<file path="config.mk">
export PLATFORM = sky130hd
export DESIGN_NAME = length_prefixed_deframer_flat
export DESIGN_NICKNAME = d
export VERILOG_FILES = /design/src/hw/rtl/lpd_pkg.sv /design/src/hw/rtl/lpd_in_if.sv /design/src/hw/rtl/lpd_out_if.sv /design/src/hw/rtl/length_prefixed_deframer.sv /design/src/flat_wrapper.sv
export VERILOG_INCLUDE_DIRS = /design/src /design/src/hw/rtl
export SDC_FILE = /design/constraint.sdc
export NUM_CORES = 1
export LEC_CHECK = 0
export ABC_CLOCK_PERIOD_IN_PS = 5100
export BUFFER_PORTS_ARGS = -buffer_cell sky130_fd_sc_hd__buf_4
export CAP_MARGIN = 0
export CORE_MARGIN = 2
export CORE_UTILIZATION = 30
export CTS_BUF_LIST = sky130_fd_sc_hd__clkbuf_4 sky130_fd_sc_hd__clkbuf_8
export CTS_CLUSTER_DIAMETER = 150
export DETAILED_ROUTE_END_ITERATION = 8
export PLACE_DENSITY = 0.51
export RECOVER_POWER = 100
export SYNTH_ARGS = -nofsm -noshare
export SYNTH_HDL_FRONTEND = slang
export SYNTH_SLANG_ARGS = --single-unit
</file>
<file path="constraint.sdc">
create_clock -name clk_i -period 5.1 [get_ports clk_i]
set_clock_uncertainty 0.2 [all_clocks]
set_input_delay 0.255 -clock clk_i [delete_from_list [all_inputs] [get_ports clk_i]]
set_output_delay 0.255 -clock clk_i [all_outputs]
set_load 0.03 [all_outputs]
</file>
<file path="src/hw/rtl/length_prefixed_deframer_macros.svh">
// assertion macros for the length-prefixed deframer
`ifndef LENGTH_PREFIXED_DEFRAMER_MACROS_SVH
`define LENGTH_PREFIXED_DEFRAMER_MACROS_SVH

`ifndef SYNTHESIS
// property must hold at every clock edge outside reset
`define LPD_ASSERT(lbl, clk, rst_n, prop) \
  lbl: assert property (@(posedge clk) disable iff (!rst_n) (prop)) \
    else $error("deframer assertion failed");
// expression must never be true outside reset
`define LPD_ASSERT_NEVER(lbl, clk, rst_n, expr) \
  lbl: assert property (@(posedge clk) disable iff (!rst_n) !(expr)) \
    else $error("deframer forbidden condition seen");
`else
`define LPD_ASSERT(lbl, clk, rst_n, prop)
`define LPD_ASSERT_NEVER(lbl, clk, rst_n, expr)
`endif

`endif

</file>
<file path="src/hw/rtl/lpd_pkg.sv">
// shared types and constants of the length-prefixed deframer
package lpd_pkg;

  // header and frame sizes
  localparam int unsigned HdrBytes   = 4;
  localparam logic [31:0] HdrLen     = 32'd4;
  localparam logic [31:0] KeepMinLen = 32'd8;

  // result queue geometry
  localparam int unsigned QDepth = 8;
  localparam int unsigned PtrW   = $clog2(QDepth);
  localparam int unsigned CntW   = $clog2(QDepth + 1);
  localparam int unsigned PushW  = $clog2(HdrBytes + 1);

  // parser phase codes
  localparam logic [1:0] PhHunt = 2'd0;
  localparam logic [1:0] PhPass = 2'd1;
  localparam logic [1:0] PhSkip = 2'd2;
  localparam logic [1:0] PhDrop = 2'd3;

  // one result entry
  typedef struct packed {
    logic [7:0]  out_byte;
    logic        frame_last;
    logic [31:0] frame_length;
  } lpd_res_t;

endpackage

</file>
<file path="src/hw/rtl/lpd_in_if.sv">
// byte stream channel into the deframer
interface lpd_in_if;
  logic       valid;
  logic       ready;
  logic [7:0] data_byte;
  logic       chunk_last;

  modport source (output valid, output data_byte, output chunk_last, input ready);
  modport sink   (input valid, input data_byte, input chunk_last, output ready);
endinterface

</file>
<file path="src/hw/rtl/lpd_out_if.sv">
// kept frame byte channel out of the deframer
interface lpd_out_if;
  logic        valid;
  logic        ready;
  logic [7:0]  out_byte;
  logic        frame_last;
  logic [31:0] frame_length;

  modport source (output valid, output out_byte, output frame_last, output frame_length,
                  input ready);
  modport sink   (input valid, input out_byte, input frame_last, input frame_length,
                  output ready);
endinterface

</file>
<file path="src/hw/rtl/length_prefixed_deframer.sv">
// length-prefixed deframer top level: header parser and result queue
//
// in_i carries one stream byte per request with chunk_last marking the end of
// a received chunk. Each frame starts with a 4-byte big-endian length that
// counts the whole frame. Frames longer than 8 bytes leave on out_o whole,
// header included, one byte per request with frame_last on the final byte and
// the frame length alongside. Shorter frames and the rest of a chunk after a
// zero length are consumed without output.
// Throughput: one input byte per cycle while in_i.ready is high. The parser
// updates its state in the accepting cycle and pushes 0, 1 or 4 results into
// an 8-entry queue; header byte four pushes all four header bytes at once.
// A result is registered into the queue by the request that caused it and is
// visible on out_o in the cycle after, behind any results already queued.
// in_i.ready is high while the queue holds at most 4 results, so a receiver
// that stalls fills the queue and then holds off the input; nothing is lost.
// A kept frame's header burst drains while the body bytes arrive, so a
// receiver taking one byte per cycle never stalls the input.
// Reset empties the queue and puts the parser into header hunt with all
// counters cleared.
`include "length_prefixed_deframer_macros.svh"

module length_prefixed_deframer (
  input logic            clk_i,
  input logic            rst_ni,
  lpd_in_if.sink         in_i,
  lpd_out_if.source      out_o
);
  import lpd_pkg::*;

  logic [31:0]     header_shift_q, header_shift_d;
  logic [2:0]      header_count_q, header_count_d;
  logic [31:0]     bytes_left_q, bytes_left_d;
  logic [31:0]     current_length_q, current_length_d;
  logic [1:0]      phase_q, phase_d;

  lpd_res_t        queue_q [QDepth];
  logic [PtrW-1:0] wr_ptr_q, rd_ptr_q;
  logic [CntW-1:0] cnt_q;

  lpd_res_t        res [HdrBytes];
  logic [PushW-1:0] push_n;
  logic            in_acc, out_acc;
  logic [31:0]     shift_next, left_dec;

  assign in_acc  = in_i.valid & in_i.ready;
  assign out_acc = out_o.valid & out_o.ready;

  // accept while the queue has room for a full header burst
  assign in_i.ready = (cnt_q <= CntW'(QDepth - HdrBytes));

  assign shift_next = {header_shift_q[23:0], in_i.data_byte};
  assign left_dec   = bytes_left_q - 32'd1;

  // parser next state and results
  always_comb begin
    header_shift_d   = header_shift_q;
    header_count_d   = header_count_q;
    bytes_left_d     = bytes_left_q;
    current_length_d = current_length_q;
    phase_d          = phase_q;
    push_n           = '0;
    for (int i = 0; i < HdrBytes; i++) begin
      res[i].out_byte     = shift_next[8*(HdrBytes-1-i) +: 8];
      res[i].frame_last   = 1'b0;
      res[i].frame_length = shift_next;
    end
    if (in_acc) begin
      case (phase_q)
        PhHunt: begin
          header_shift_d = shift_next;
          if (header_count_q < 3'd3) begin
            header_count_d = header_count_q + 3'd1;
          end else begin
            header_count_d   = '0;
            current_length_d = shift_next;
            if (shift_next == '0) begin
              phase_d = in_i.chunk_last ? PhHunt : PhDrop;
            end else if (shift_next <= HdrLen) begin
              phase_d = PhHunt;
            end else if (shift_next <= KeepMinLen) begin
              bytes_left_d = shift_next - HdrLen;
              phase_d      = PhSkip;
            end else begin
              bytes_left_d = shift_next - HdrLen;
              push_n       = PushW'(HdrBytes);
              phase_d      = PhPass;
            end
          end
        end
        PhPass: begin
          bytes_left_d        = left_dec;
          res[0].out_byte     = in_i.data_byte;
          res[0].frame_last   = (left_dec == '0);
          res[0].frame_length = current_length_q;
          push_n              = PushW'(1);
          if (left_dec == '0) begin
            phase_d = PhHunt;
          end
        end
        PhSkip: begin
          bytes_left_d = left_dec;
          if (left_dec == '0) begin
            phase_d = PhHunt;
          end
        end
        default: begin
          if (in_i.chunk_last) begin
            phase_d = PhHunt;
          end
        end
      endcase
    end
  end

  // parser state
  always_ff @(posedge clk_i or negedge rst_ni) begin
    if (!rst_ni) begin
      header_shift_q   <= '0;
      header_count_q   <= '0;
      bytes_left_q     <= '0;
      current_length_q <= '0;
      phase_q          <= PhHunt;
    end else begin
      header_shift_q   <= header_shift_d;
      header_count_q   <= header_count_d;
      bytes_left_q     <= bytes_left_d;
      current_length_q <= current_length_d;
      phase_q          <= phase_d;
    end
  end

  // result queue storage
  always_ff @(posedge clk_i) begin
    for (int i = 0; i < HdrBytes; i++) begin
      if (PushW'(i) < push_n) begin
        queue_q[PtrW'(wr_ptr_q + PtrW'(i))] <= res[i];
      end
    end
  end

  // result queue pointers and fill count
  always_ff @(posedge clk_i or negedge rst_ni) begin
    if (!rst_ni) begin
      wr_ptr_q <= '0;
      rd_ptr_q <= '0;
      cnt_q    <= '0;
    end else begin
      wr_ptr_q <= PtrW'(wr_ptr_q + PtrW'(push_n));
      if (out_acc) begin
        rd_ptr_q <= rd_ptr_q + PtrW'(1);
      end
      cnt_q <= CntW'(cnt_q + CntW'(push_n) - CntW'(out_acc));
    end
  end

  // output side
  assign out_o.valid        = (cnt_q != '0);
  assign out_o.out_byte     = queue_q[rd_ptr_q].out_byte;
  assign out_o.frame_last   = queue_q[rd_ptr_q].frame_last;
  assign out_o.frame_length = queue_q[rd_ptr_q].frame_length;

  // checks
  `LPD_ASSERT_NEVER(a_queue_over, clk_i, rst_ni, cnt_q > CntW'(QDepth))
  `LPD_ASSERT(a_pass_len, clk_i, rst_ni, (phase_q == PhPass) |-> (current_length_q > KeepMinLen))
  `LPD_ASSERT(a_body_left, clk_i, rst_ni,
    ((phase_q == PhPass) || (phase_q == PhSkip)) |-> (bytes_left_q != '0))
  `LPD_ASSERT(a_hdr_push, clk_i, rst_ni,
    (in_acc && (phase_q == PhHunt) && (phase_d == PhPass)) |=> (cnt_q >= CntW'(HdrBytes - 1)))

endmodule

</file>
<file path="src/flat_wrapper.sv">
// flat-port wrapper written by rule: the top's interface ports become plain ports
module length_prefixed_deframer_flat import lpd_pkg::*;
  (clk_i, rst_ni, in_i_valid, in_i_data_byte, in_i_chunk_last, in_i_ready, out_o_valid, out_o_out_byte, out_o_frame_last, out_o_frame_length, out_o_ready);
  lpd_in_if in_i_i ();
  lpd_out_if out_o_i ();
  input logic clk_i;
  input logic rst_ni;
  input wire logic [$bits(in_i_i.valid)-1:0] in_i_valid;
  input wire logic [$bits(in_i_i.data_byte)-1:0] in_i_data_byte;
  input wire logic [$bits(in_i_i.chunk_last)-1:0] in_i_chunk_last;
  output wire logic [$bits(in_i_i.ready)-1:0] in_i_ready;
  output wire logic [$bits(out_o_i.valid)-1:0] out_o_valid;
  output wire logic [$bits(out_o_i.out_byte)-1:0] out_o_out_byte;
  output wire logic [$bits(out_o_i.frame_last)-1:0] out_o_frame_last;
  output wire logic [$bits(out_o_i.frame_length)-1:0] out_o_frame_length;
  input wire logic [$bits(out_o_i.ready)-1:0] out_o_ready;
  assign in_i_i.valid = in_i_valid;
  assign in_i_i.data_byte = in_i_data_byte;
  assign in_i_i.chunk_last = in_i_chunk_last;
  assign in_i_ready = in_i_i.ready;
  assign out_o_valid = out_o_i.valid;
  assign out_o_out_byte = out_o_i.out_byte;
  assign out_o_frame_last = out_o_i.frame_last;
  assign out_o_frame_length = out_o_i.frame_length;
  assign out_o_i.ready = out_o_ready;
  length_prefixed_deframer u_core (.clk_i(clk_i), .rst_ni(rst_ni), .in_i(in_i_i), .out_o(out_o_i));
endmodule
</file>
Word level (Yosys, flattened, before mapping)
Memories as Yosys holds them, arrays and structs flattened.
Index checks and enable logic that the tools add are counted.
Cells by class
  $add $sub $neg: 10
  magnitude comparators: 8
  equal/unequal tests: 6
  mux-type cells: 29
  bitwise logic cells: 3
  reductions and logical operators: 11
Operator list (count)
  32-bit 2-to-1 mux: 3
  41-bit 2-to-1 mux: 2
  32-bit zero test: 2
  32-bit case mux with 2 select lines: 1
  32-bit by 3-bit less-or-equal comparator with 1-bit output (second input constant): 1
  32-bit by 4-bit less-or-equal comparator with 1-bit output (second input constant): 1
  32-bit by 1-bit subtractor with 32-bit output (second input constant): 1
  32-bit by 3-bit subtractor with 32-bit output (second input constant): 1
  3-bit 2-to-1 mux: 6
  2-bit 2-to-1 mux: 7
  3-bit by 1-bit adder with 3-bit output (second input constant): 3
  1-bit 2-to-1 mux: 8
  3-bit by 2-bit adder with 3-bit output (second input constant): 2
  1-bit by 3-bit less-than comparator with 1-bit output (first input constant): 2
  2-bit by 3-bit less-than comparator with 1-bit output (first input constant): 2
  2-bit != test (second input constant): 3
  3-bit case mux with 2 select lines: 1
  5-bit AND reduction: 1
  4-bit by 3-bit adder with 4-bit output: 1
  4-bit by 3-bit less-or-equal comparator with 1-bit output (second input constant): 1
  2-bit case mux with 2 select lines: 1
  4-bit AND reduction: 1
  4-bit nonzero test: 1
  4-bit by 1-bit subtractor with 4-bit output: 1
  13 further kinds: 14
Storage, ports and cells
  register bits after elaboration: 103
  bits in writable memories: 328
  output and inout port bits: 43
  word-level logic and storage cells: 76
  memories: 1
Memory list
  u_core.queue_q: words 8, bits a word 41, read ports 1, clocked after memory_dff 0, write ports 4, RTL line length_prefixed_deframer.sv:36  | lpd_res_t queue_q [QDepth];

Depth between registers and ports, before layout
  depth after elaboration: 10
  mapped depth: 15
  depth with buffers taken out: 12

Worst setup path after synthesis
Ideal clock, no wire load.
  path kind: input to register
  start point: input port in_i_data_byte[2]
  end point: memory u_core.queue_q[6][0] in the netlist's numbering (enable)
  library setup time: 404 ps
  arrival time: 3798 ps
  data required time: 4496 ps
  setup slack: 698 ps
  stages on the path: 11
  cells stage by stage: clkbuf_1 > inv_1 > ha_1 > or3_1 > a211oi_1 > nor4_4 > or3_1 > nor2_1 > or3_1 > buf_2 > nand2b_1
RTL lines
  from (decl): RTL line flat_wrapper.sv:9  | input wire logic [$bits(in_i_i.data_byte)-1:0] in_i_data_byte;
  to (decl): RTL line length_prefixed_deframer.sv:36

Final worst setup path
  start point: register u_core.rd_ptr_q[1]
  end point: output port out_o_frame_last
Between the ends
  word-level cells in the longest chain between the ends: 1
Ends and longest elaborated chain
  from (decl): RTL line length_prefixed_deframer.sv:37  | logic [PtrW-1:0] wr_ptr_q, rd_ptr_q;
  from (signal assigned): RTL line length_prefixed_deframer.sv:150  | rd_ptr_q <= rd_ptr_q + PtrW'(1);
  memory read 8 x 41 bit
  to (decl): RTL line flat_wrapper.sv:14  | output wire logic [$bits(out_o_i.frame_last)-1:0] out_o_frame_last;
No other way between the ends.

==> impl_metrics.toml <==
[worst_hold_path]
min_to = "u_core.phase_q[0]$_DFFE_PN0P_"
min_path_cells = 4
hp-start = "in_i_valid"
hp-class = "in -> reg"

[clock_tree]
cts_tree = "yes"
cts_buffers = 78
clock_tree.buffer_depth = 3
clock-sinks = 431
clock_latency_ns = 0.68
cts-root-buf = "clkbuf_8"
htreeDepth = 3
clk_pin_slew_ns = 0.05

[outcome]
outcome = "finished with violations"
violations = "max-capacitance violations, max-slew violations"

[sta]
tightest_slew_ns = 2.33
setup_viol = 0
hold_viol_final = 0
fin_crit_sh = 0.925
max_slew_margin = -0.554
fin_crit_ns = 4.72
finalSetupTns_ns = 0
maxSlewViolCount = 120
rsz0062_at_grt = "false"
fmaxAchievable_mhz = 212

[detailed_routing]
drc = 0
first_iter_violations = 1811
drt-total-wl_mm = 80.6
wl_per_cell_um = 25.5
post_drt_via_cell_ratio = 5.66
drtAntennaViolNets = 0
first_pass_iters = 6
vias = 17900

[floorplan]
boundaryPins = 56
die_w_um = 282
die-area_um2 = 79800
initial_utilization = 0.302
die_height_um = 282
core_area_um2 = 77100
rows = 102

[worst_setup_path]
r2r-end = "u_core.queue_q[0][21]$_DFFE_PP_"
critPathArrivalTime_ns = 4.26
r2r_cells = 13
regToRegStartpoint = "u_core.phase_q[1]$_DFFE_PN0P_"
worstPathMaxFanout = 31
crit_start = "u_core.rd_ptr_q[1]$_DFFE_PN0P_"
path_class = "reg -> out"
critPathLaunchType = "flop"
ff2ff_setup_slack_ns = 0.46
required_ns = 4.64
cp-end-kind = "output pin"

[synth]
synth_area_um2 = 23300
synth_cell_type_count = 69
ys_seq_area_frac = 0.531
synthFlopType = "edfxtp_1"
ys_ff_latch = 431
netlist_instances = 2011
syn_avg_cell_area_um2 = 11.6
syn-num-nets = 2045
synth_edf_count = 320
ys_warn_count = 0
synthArstFlopShare = 0.239

[cells_and_area]
drive_gt1_frac = 0.209
fin_nets = 2093
antenna_cells = 0
final_common_cell = "edfxtp_1"
mostFrequentLayoutCells = "320 x edfxtp_1, 288 x nand2_1, 239 x o21ai_0, 100 x dfrtp_1, 96 x o2bb2ai_1"
fillers = 7719
syn_to_final_growth_pct = 13.6
fin_util = 0.343

[grt]
grt_pass1_vias = 18100
grt_pass1_wl_mm = 120
antenna_found_initial = 0
gr-usage-all-layers = 0.203
overflow = 0
grt_max_degree = 56

[placed_design]
dp_hpwl_mm = 47.9
portBuffers = 55
finalWeightedCongestion = 0.894

[run]
drv_cap = 3

[power_and_ir_drop]
pwr_density_cell_nw_per_um2 = 524
ir_drop_v = 0.000270
p_leak_nw = 9.02
-- worst max path at each step --
stage | endpoint | slack [ns] | cells past startpoint
global placement | u_core.queue_q[0][19]$_DFFE_PP_ | 0.83 | 11
finish | out_o_frame_last | 0.38 | 4
CTS | u_core.phase_q[1]$_DFFE_PN0P_ | 0.65 | 12
detailed placement | u_core.queue_q[7][18]$_DFFE_PP_ | 0.82 | 12
global route | u_core.queue_q[0][27]$_DFFE_PP_ | 0.16 | 10
floorplan | u_core.queue_q[6][0]$_DFFE_PP_ | 0.70 | 11
-- Yosys cell counts, drive strengths merged, types with 23 or more instances --
master | count | area [µm²]
dfrtp | 103 | 2580
buf | 50 | 342
nor2 | 99 | 402
o22ai | 51 | 319
mux4 | 82 | 1850
nand2 | 291 | 1100
o2bb2ai | 96 | 841
a221oi | 40 | 350
mux2i | 36 | 360
clkbuf | 131 | 492
edfxtp | 320 | 9610
nand3 | 37 | 185
a21oi | 55 | 275
xor2 | 23 | 201
o21ai | 242 | 1210
nor3 | 35 | 215
mux2 | 102 | 1150
-- sequential cells by signal, indices dropped and copies added, names as in the netlist --
name / flops
u_core.header_shift_q: 24
u_core.rd_ptr_q: 3
u_core.bytes_left_q: 32
u_core.header_count_q: 3
u_core.cnt_q: 4
u_core.current_length_q: 32
u_core.wr_ptr_q: 3
u_core.queue_q: 328
u_core.phase_q: 2
-- per-layer routing --
| metal | GRT usage | vias up | share of wire |
|---|---|---|---|
| met3 | 0.0394 | 171 | 0.078 |
| met2 | 0.325 | 854 | 0.47 |
| met4 | 0.0700 | 0 | 0.028 |
| met1 | 0.276 | 9054 | 0.43 |
| li1 | - | 7792 | - |
| met5 | 0 | - | 0 |
-- where the power goes --
| group | switching (mW) | total (mW) | internal (mW) |
|---|---|---|---|
| clock | 1.54 | 3.34 | 1.80 |
| sequential | 0.579 | 4.87 | 4.29 |
| combinational | 3.65 | 5.63 | 1.99 |
-- cell families after synthesis --
kind of cell	after synthesis	share of synthesized area
AO/OA/AOI/OAI	536	0.147
flip-flops	431	0.531
AND/OR/NAND/NOR	555	0.110
XOR/XNOR	45	0.0169
buffers and inverters	203	0.0394
adder cells (fa/ha/maj)	21	0.0116
multiplexers	220	0.144
-- worst max-delay path: stages, from the launching register on --
cell and delay, ns:
dfrtp_4 0.72, clkbuf_1 1.71, mux4_2 0.48, mux2_1 0.43, buf_4 0.22
-- cell type report --
| type | count | area (µm²) | area share |
|---|---|---|---|
| sequential | 431 | 12400 | 0.468 |
| multi-input combinational | 1377 | 10000 | 0.379 |
| clock buffer | 122 | 1440 | 0.0543 |
| tap | 1040 | 1300 | 0.0493 |
| timing repair buffer | 149 | 1100 | 0.0417 |
| clock inverter | 19 | 130 | 0.00493 |
| inverter | 22 | 82.6 | 0.00313 |
-- per-stage QoR --
step / area [µm²] / power, mW / hold WS [ns] / setup slack, ns / cells
2_1_floorplan: 23300 / 8.55 / -0.241 / 0.698 / 2011
6_report: 26400 / 13.8 / 0.0424 / 0.380 / 3160
3_5_place_dp: 24900 / 10.7 / 0.150 / 0.824 / 3005
3_3_place_gp: 24900 / 10.7 / 0.142 / 0.831 / 3005
4_1_cts: 26600 / 14.1 / 0.00266 / 0.649 / 3160
5_1_grt: 26400 / 14.5 / 0.0246 / 0.162 / 3160
-- what timing repair did --
action | in CTS | in global routing
resized for setup | 0 | 0
hold buffers | 14 | 0
hold endpoints to repair | 156 | 0
setup buffers | 0 | 0
endpoints found under the setup margin | 0 | 0
Power figures use the tool's default switching activity.
